<file path="src/rtl/lpc_pkg.sv">
// Shared types and constants for the LiDAR point covariance block.
// No dependencies; imported by every module of the block.
package lpc_pkg;

  // Payload of one input word and one result word
  typedef struct packed {
    logic signed [31:0] point_x;
    logic signed [31:0] point_y;
    logic signed [31:0] point_z;
  } lpc_in_t;

  typedef struct packed {
    logic signed [63:0] cov_xx;
    logic signed [63:0] cov_xy;
    logic signed [63:0] cov_xz;
    logic signed [63:0] cov_yy;
    logic signed [63:0] cov_yz;
    logic signed [63:0] cov_zz;
    logic               saturated;
  } lpc_out_t;

  // Configuration register indexes
  localparam int unsigned CFG_IDX_W  = 1;
  localparam int unsigned CFG_DATA_W = 21;
  typedef enum logic [CFG_IDX_W-1:0] {
    REG_RANGE_ERR = 1'b0,
    REG_BEAM_ERR  = 1'b1
  } lpc_reg_e;

  localparam logic [15:0] RANGE_ERR_RST = 16'd1311;
  localparam logic [20:0] BEAM_ERR_RST  = 21'd3277;
  localparam logic [20:0] BEAM_MAX      = 21'd1966080;

  // Degrees to radians, Q.32, rounded
  localparam longint unsigned DEG2RAD_Q32 =
    ((64'd17453293 << 32) + 64'd500000000) / 64'd1000000000;
  localparam logic [32:0] ONE_Q32 = 33'h1_0000_0000;

  // Coefficients handed from the coefficient unit to the datapath
  typedef struct packed {
    logic        busy;
    logic [31:0] s2;
    logic [31:0] e2;
  } lpc_coef_t;

  // Word carried between front and back through the queue
  typedef struct packed {
    logic [5:0][61:0] num;   // u_i*u_j of the normalized magnitudes
    logic [31:0]      den;   // upper word of the normalized sum of squares
    logic [5:0][63:0] msum;  // multiplicand of the angular term
    logic [2:0]       neg;   // coordinate signs
  } lpc_item_t;

  localparam int unsigned FIFO_DEPTH = 8;
  localparam int unsigned FIFO_AW    = 3;
  localparam int unsigned FIFO_CW    = 4;

  // Entry order: xx, xy, xz, yy, yz, zz
  localparam logic [1:0] PAIR_I [6] = '{2'd0, 2'd0, 2'd0, 2'd1, 2'd1, 2'd2};
  localparam logic [1:0] PAIR_J [6] = '{2'd0, 2'd1, 2'd2, 2'd1, 2'd2, 2'd2};

  localparam logic [63:0] POS_MAX = 64'h7FFF_FFFF_FFFF_FFFF;
  localparam logic [63:0] NEG_MAG = 64'h8000_0000_0000_0000;

  // Horner steps of the sine series divide by 72, 42, 20 and 6.
  // Each is a reciprocal multiply, (v * m) >> sh, exact for any 32-bit v.
  function automatic logic [32:0] horner_recip(logic [1:0] idx);
    logic [32:0] m;
    case (idx)
      2'd0:    m = 33'h0_E38E_38E4;
      2'd1:    m = 33'h1_8618_6187;
      2'd2:    m = 33'h0_CCCC_CCCD;
      default: m = 33'h0_AAAA_AAAB;
    endcase
    return m;
  endfunction

  function automatic logic [5:0] horner_shift(logic [1:0] idx);
    logic [5:0] sh;
    case (idx)
      2'd0:    sh = 6'd38;
      2'd1:    sh = 6'd38;
      2'd2:    sh = 6'd36;
      default: sh = 6'd34;
    endcase
    return sh;
  endfunction

endpackage

</file>
<file path="src/rtl/lpc_coef.sv">
// Configuration registers and the coefficient unit (sin^2 of beam error, range error^2).
// Depends on lpc_pkg. Sine terms share one sequenced multiplier; restarts on every register write.
module lpc_coef (
  input  logic                          clk_i,
  input  logic                          rst_ni,
  input  logic                          cfg_we_i,
  input  logic [lpc_pkg::CFG_IDX_W-1:0] cfg_idx_i,
  input  logic [lpc_pkg::CFG_DATA_W-1:0] cfg_wdata_i,
  output lpc_pkg::lpc_coef_t            coef_o
);
  import lpc_pkg::*;

  typedef enum logic [6:0] {
    S_IDLE = 7'b0000001,
    S_XMUL = 7'b0000010,
    S_X2   = 7'b0000100,
    S_TMUL = 7'b0001000,
    S_TDIV = 7'b0010000,
    S_SMUL = 7'b0100000,
    S_S2   = 7'b1000000
  } state_e;

  state_e      state_q, state_d;
  logic [15:0] range_q;
  logic [20:0] beam_q, beam_c;
  logic [31:0] x_q, x2_q, s_q, s2_q, e2_q;
  logic [32:0] t_q;
  logic [31:0] dvd_q;  // Horner product waiting for its constant divide
  logic [31:0] quo;
  logic [1:0]  idx_q;
  logic [32:0] mul_a, mul_b;
  logic [65:0] prod;

  assign beam_c = (beam_q > BEAM_MAX) ? BEAM_MAX : beam_q;

  // Shared multiplier operand select
  always_comb begin
    mul_a = '0;
    mul_b = '0;
    case (state_q)
      S_XMUL: begin
        mul_a = {12'd0, beam_c};
        mul_b = DEG2RAD_Q32[32:0];
      end
      S_X2: begin
        mul_a = {1'b0, x_q};
        mul_b = {1'b0, x_q};
      end
      S_TMUL: begin
        mul_a = {1'b0, x2_q};
        mul_b = t_q;
      end
      S_TDIV: begin
        mul_a = {1'b0, dvd_q};
        mul_b = horner_recip(idx_q);
      end
      S_SMUL: begin
        mul_a = {1'b0, x_q};
        mul_b = t_q;
      end
      S_S2: begin
        mul_a = {1'b0, s_q};
        mul_b = {1'b0, s_q};
      end
      default: begin
        mul_a = '0;
        mul_b = '0;
      end
    endcase
  end
  assign prod = mul_a * mul_b;

  // Constant divide by reciprocal multiplication
  assign quo = 32'(prod >> horner_shift(idx_q));

  // Sequencer
  always_comb begin
    state_d = state_q;
    case (state_q)
      S_IDLE: state_d = S_IDLE;
      S_XMUL: state_d = S_X2;
      S_X2:   state_d = S_TMUL;
      S_TMUL: state_d = S_TDIV;
      S_TDIV: state_d = (idx_q == 2'd3) ? S_SMUL : S_TMUL;
      S_SMUL: state_d = S_S2;
      S_S2:   state_d = S_IDLE;
      default: state_d = S_IDLE;
    endcase
    if (cfg_we_i) begin
      state_d = S_XMUL;
    end
  end

  always_ff @(posedge clk_i or negedge rst_ni) begin
    if (!rst_ni) begin
      state_q <= S_XMUL;
      range_q <= RANGE_ERR_RST;
      beam_q  <= BEAM_ERR_RST;
    end else begin
      state_q <= state_d;
      if (cfg_we_i) begin
        case (lpc_reg_e'(cfg_idx_i))
          REG_RANGE_ERR: range_q <= cfg_wdata_i[15:0];
          REG_BEAM_ERR:  beam_q  <= cfg_wdata_i[20:0];
          default:       range_q <= range_q;
        endcase
      end
    end
  end

  // Datapath registers
  always_ff @(posedge clk_i) begin
    case (state_q)
      S_XMUL: begin
        x_q   <= prod[47:16];
        t_q   <= ONE_Q32;
        idx_q <= 2'd0;
      end
      S_X2:   x2_q  <= prod[63:32];
      S_TMUL: dvd_q <= prod[63:32];
      S_TDIV: begin
        t_q   <= ONE_Q32 - {1'b0, quo};
        idx_q <= idx_q + 2'd1;
      end
      S_SMUL: s_q <= prod[63:32];
      S_S2: begin
        s2_q <= prod[63:32];
        e2_q <= range_q * range_q;
      end
      default: x_q <= x_q;
    endcase
  end

  assign coef_o.busy = (state_q != S_IDLE);
  assign coef_o.s2   = s2_q;
  assign coef_o.e2   = e2_q;

  // A write always restarts the coefficient sequence
  a_restart: assert property (@(posedge clk_i) disable iff (!rst_ni)
    cfg_we_i |=> state_q == S_XMUL) else $error("coef unit not restarted");

endmodule

</file>
<file path="config.mk">
export PLATFORM = sky130hd
export DESIGN_NAME = lpc_coef
export DESIGN_NICKNAME = d
export VERILOG_FILES = /design/src/rtl/lpc_pkg.sv /design/src/rtl/lpc_coef.sv
export SDC_FILE = /design/constraint.sdc
export NUM_CORES = 2
export LEC_CHECK = 0
export ABC_AREA = 1
export BUFFER_PORTS_ARGS = -buffer_cell sky130_fd_sc_hd__buf_2
export CORE_MARGIN = 2
export CORE_UTILIZATION = 52
export DETAILED_ROUTE_END_ITERATION = 16
export PLACE_DENSITY_LB_ADDON = 0.05
export RECOVER_POWER = 100
export SKIP_LAST_GASP = 1
export SLEW_MARGIN = 0
export SYNTH_ARGS = -nofsm -noshare
export SYNTH_HDL_FRONTEND = slang
export SYNTH_SLANG_ARGS = --single-unit
export TNS_END_PERCENT = 100
</file>
<file path="constraint.sdc">
create_clock -name clk_i -period 21.2 [get_ports clk_i]
set_input_delay 2.12 -clock clk_i [delete_from_list [all_inputs] [get_ports clk_i]]
set_output_delay 2.12 -clock clk_i [all_outputs]
set_load 0.01 [all_outputs]
</file>
# Word-level counts from Yosys, hierarchy flattened
# Cells that the tools add are included.
[word_totals] out_inout_bits=65 regBits=271 inputBits=25
[classes] n_shift=1 muxes=10 eq_ne=10 reduce_logical=7 n_addsub=2 mul=2 magnitude_cmp=1 bitwise=1
[ops] op="$pmux 33 s5" n=1
[ops] op="$pmux 32 s5" n=1
[ops] op="$pmux 33 s3" n=1
[ops] op="$mul 33x33->66" n=1
[ops] op="$pmux 33 s2" n=1
[ops] op="$shr 66x6->32" n=1
[ops] op="$pmux 7 s5" n=1
[ops] op="$sub 33x32->33 const A" n=1
[ops] op="$mul 16x16->32" n=1
[ops] op="$gt 21x21->1 const B" n=1
[ops] op="$mux 21" n=1
[ops] op="$eq 7x2->1 const B" n=1
[ops] op="$eq 7x3->1 const B" n=1
[ops] op="$eq 7x4->1 const B" n=1
[ops] op="$eq 7x5->1 const B" n=1
[ops] op="$eq 7x6->1 const B" n=1
[ops] op="$eq 7x7->1 const B" n=1
[ops] op="$mux 7" n=1
[ops] op="$ne 7x1->1 const B" n=1
[ops] op="$mux 6" n=1
[ops] op="$pmux 3 s2" n=1
[ops] op="$reduce_or 2->1" n=3
[ops] op="$eq 2x2->1 const B" n=2
[ops] op="$pmux 2 s2" n=1
[ops] op="6 further kinds" n=7

# Longest topological paths before layout
[depth] word_depth=7 mapped_depth=56 mapped_depth_nobuf=54

# Worst setup path before layout
# OpenSTA, ideal clock, no wires.
[synth_timing] kind="reg-to-reg" start="register state_q[5]" end="register t_q[29] (data pin)" setup_slack_ns=10.202 path_stages_with_launch=49 setup_ns=0.255 required_ns=20.945 period_less_slack_ns=10.998 arrival_ns=10.743 path_cell_list="dfrtp_1 > inv_2 > nand2_1 > nor2_1 > inv_1 > nor2_1 > clkbuf_1 > buf_1 > nand2_1 > nand2_1 > a221oi_1 > nand2_1 > clkbuf_1 > nand2_1 > fa_1 > inv_1 > fa_1 > inv_1 > (+13 left out) > inv_1 > a21oi_1 > inv_1 > a21oi_1 > a21boi_0 > nand2_1 > nand2_1 > nand2_1 > nand2_1 > nand3_1 > nand2_2 > nand3_1 > nor2_1 > nand3_2 > nor2_2 > nand3_1 > nand2_1 > nor2_1"
[synth_between] elab_chain_len=7 word_cells_on_any_way=14
[synth_rtl] element="start: declaration" line="lpc_coef.sv:23" rtl="state_e state_q, state_d;"
[synth_rtl] element="start signal: assignment" line="lpc_coef.sv:100" rtl="state_q <= state_d;"
[synth_rtl] element="$eq 7x6->1, or another cell as far along" line="lpc_coef.sv:40" rtl="case (state_q)"
[synth_rtl] element="$reduce_or 2->1 (no line)"
[synth_rtl] element="$pmux 32 s5 or $pmux 33 s5 (tied branches)" line="lpc_coef.sv:40"
[synth_rtl] element="$mul 33x33->66 (*)" line="lpc_coef.sv:71" rtl="assign prod = mul_a * mul_b;"
[synth_rtl] element="named net prod[44]" line="lpc_coef.sv:32" rtl="logic [65:0] prod;"
[synth_rtl] element="$shr 66x6->32 (*)" line="lpc_coef.sv:74" rtl="assign quo = 32'(prod >> horner_shift(idx_q));"
[synth_rtl] element="$sub 33x32->33 (*)" line="lpc_coef.sv:122" rtl="t_q <= ONE_Q32 - {1'b0, quo};"
[synth_rtl] element="$pmux 33 s2 (*)" line="lpc_coef.sv:113" rtl="case (state_q)"
[synth_rtl] element="end signal: assignment" line="lpc_coef.sv:122"
[synth_rtl] element="end: declaration" line="lpc_coef.sv:27" rtl="logic [32:0] t_q;"
# The timed path passes the listed nets; every way through them passes the cells marked *.
# A chain may end at the register's enable or synchronous reset.

# Final worst setup path
# Ends and elaborated chain as after synthesis.

==> metrics.yaml <==
slew_headroom_pct: -119
synth_compound_area_share_pct: 4.26
cts_resized: 0
via_per_inst: 5.40
crit_required_ns: 21.53
path_clk_slew_ns: 0.07
post-cts-setup-buffer-count: 0
skew_ns: 0.0204
fin_crit_ns: 14.92
tightest_slew_ns: 3.28
synthesis.nets: 8115
synth_area_leader_cell: "fa_1"
num_vias: 43100
critical_path.max_stage_delay_ns: 2.07
async_flop_share_pct: 16.3
drtIter0Drc: 3511
drc: 0
syn_area_per_cell_um2: 8.25
cp-start-kind: "flip-flop"
cts_max_level: 1
synthFlopType: "edfxtp_1"
grt_pass1_wl_um: 278000
yosys.area_share.simple_pct: 17.4
drt-pass1-iter-count: 6
crit_slowest_cell: "clkbuf_1"
design.core.area_um2: 104000
antenna_found_initial: 5
pwr-share-comb_pct: 66.0
utilization_pct: 55.3
cp-end-kind: "flip-flop"
hold_class: "reg -> reg"
synthCells: 6625
p_leak_nw: 30.9
synth_common_cells: "inv_1 (1,799), nand2_1 (1,378), fa_1 (1,090)"
hpwl_um: 147000
tritoncts: "built"
syn_area_um2: 54600
grt_max_degree: 59
p_seq_share_pct: 20.6
cts_hold_buf: 0
finalCritPeriodShare_pct: 70.4
maxCapViolCount: 7
yosysWarnings: 0
io_pins: 90
intPower_mw: 1.88
run_status: "complete, but fails checks"
critPathArrivalTime_ns: 15.25
totalWireLength_um: 183000
use_met2_pct: 56.2
placed_area_um2: 56800
cpLargestDelayFamily: "buffers and inverters"
synth.most_common_cell: "inv_1"
die_y_um: 328
yosys.area.top_type_share_pct: 39.9
setup_violations: 0
synthMuxAreaShare_pct: 0.0824
cts_root_buf: "clkbuf_16"
synth.area.top_cells: "fa_1 (40%), edfxtp_1 (12%), inv_1 (12%)"
track_usage_pct: 34.9
clockPowerShare_pct: 13.4
final-seq-area_um2: 7910
grt_overflow_total: 0
violations: "capacitance limit, slew limit"
fin_tns_setup_ns: 0
finalHoldViolations: 0
p_sw_mw: 1.84
crit_fanout: 50
wl_per_cell_um: 22.9
areaGrowthSynthToFinish_pct: 5.13
top_usage_layer: "met2"
initial_core_util_pct: 52.6
postRouteAntennaNets: 0
dieArea_um2: 108000
synth-seq-cells: 270
ys_seq_area_share_pct: 14.5
io_buffers: 88
crit_path_frequent_cell: "nand2_1"
ctsLongestPathBuffers: 3
cts_made_buffers: 27
synthXorXnorAreaFrac_pct: 0.898
die_x_um: 328
yosys.area_share.adder_pct: 48.5
powerDensity_nw_per_um2: 64.8
slew_violations: 319
netSwitchingFraction_pct: 49.5
gp_congestion: 1.00
rows: 118
fillers: 10100
synth_edf_count: 226
critPathKind: "reg -> reg"
grt_pass1_vias: 44800
whs_ns: 0.504
ir_worst_vdd_uv: 255
fin_area_um2: 57500
max_freq_mhz: 67.0
gr-usage-met1_pct: 47.6
multiInputGateArea_um2: 38900
clock_latency_ns: 0.59
fin_nets: 8080
crit_buf_inv: 11
clock_sinks: 270
ys_types: 56
met3_usage_pct: 5.65
synth_top_family_by_area: "adder cells"
drive_gt1_share_pct: 3.92
grt_setup_unrepaired: "false"
worst register-to-register path, delay by kind of cell, from the launching register on:
family | cells | cell delay (ns)
adder cells (fa/ha/maj) | 9 | 4.43
buffers and inverters | 11 | 4.94
AND/OR/NAND/NOR | 20 | 3.44
AO/OA/AOI/OAI | 6 | 1.50
flip-flops | 1 | 0.36
through the flow:
stage	worst slack [ns]	cells	total power [mW]
6_report	6.28	7991	3.72
4_1_cts	9.00	7989	3.75
5_1_grt	5.10	7989	4.07
2_1_floorplan	10.20	6625	2.49
3_3_place_gp	9.23	7941	3.20
3_5_place_dp	9.06	7941	3.22
final cells by class:
| class | instances | area share [%] |
|---|---|---|
| multi-input combinational | 4266 | 67.8 |
| sequential | 270 | 13.8 |
| inverter | 1834 | 12.0 |
| tap | 1380 | 3.01 |
| timing repair buffer | 191 | 1.92 |
| clock buffer | 36 | 1.34 |
| clock inverter | 12 | 0.224 |
| antenna | 2 | 0.00871 |
layer usage:
metal  wire length, um  part of all wire (%)
met3             14200                   7.7
met2             85000                    46
met1             75400                    41
met5                69                 0.038
met4              8340                   4.6
kinds of logic (layout without fill, tap and decap cells):
| kind of cell | count (synthesis) | in the layout |
|---|---|---|
| xor+xnor | 56 | 56 |
| buf+inv | 2089 | 2073 |
| simple gates | 2332 | 2332 |
| compound gates | 408 | 408 |
| fa+ha+maj | 1465 | 1465 |
| mux | 4 | 4 |
| flops | 270 | 270 |
| other cells | 1 | 3 |
path summary, 6_finish.rpt:
path	slack, ns	startpoint	cells past startpoint	to
max	6.28	state_q[5]$_DFF_PN0_	46	t_q[29]$_SDFFCE_PP0P_
max reg2reg	6.28	state_q[5]$_DFF_PN0_	46	t_q[29]$_SDFFCE_PP0P_
min	0.50	beam_q[1]$_DFFE_PN0P_	2	beam_q[1]$_DFFE_PN0P_
max in group asynchronous	17.65	rst_ni	1	range_q[11]$_DFFE_PN0P_
min in group asynchronous	2.22	rst_ni	1	beam_q[20]$_DFFE_PN0P_
min reg2reg	0.50	beam_q[1]$_DFFE_PN0P_	2	beam_q[1]$_DFFE_PN0P_
flip-flops by register name, indices dropped and copies added (netlist names):
name / flops
beam_q: 21
dvd_q: 32
e2_q: 31
idx_q: 2
range_q: 16
s2_q: 32
s_q: 32
state_q: 7
t_q: 33
x2_q: 32
x_q: 32
cell usage in the layout, fill, tap and decap left out, types with 5 or more instances in the layout:
cell type / instances
a21boi_0: 5
a21oi_1: 182
a221oi_1: 20
a22o_1: 7
a31oi_1: 17
and2_1: 7
and3_1: 8
buf_2: 22
buf_4: 96
clkbuf_1: 78
clkbuf_16: 29
clkinv_1: 24
dfrtp_1: 29
dfstp_2: 13
edfxtp_1: 226
fa_1: 1090
ha_1: 375
inv_1: 1805
inv_2: 7
nand2_1: 1387
nand2_2: 13
nand3_1: 202
nand3_2: 12
nand4_1: 7
nor2_1: 622
nor2_2: 7
nor2_4: 8
nor3_1: 24
nor3_2: 13
nor4_1: 7
o2111ai_4: 5
o21a_1: 22
o21ai_0: 121
o21bai_1: 5
xnor2_1: 16
xor2_1: 40
power groups by stage:
| stage | clock network [mW] | logic [mW] | registers [mW] |
|---|---|---|---|
| after CTS | 0.510 | 2.47 | 0.766 |
| final | 0.500 | 2.46 | 0.767 |
| after detailed placement | 0 | 2.45 | 0.775 |
| after global placement | 0 | 2.43 | 0.776 |
| after floorplan | 0 | 1.74 | 0.747 |
| after global routing | 0.530 | 2.77 | 0.771 |
Power figures use the tool's default switching activity.
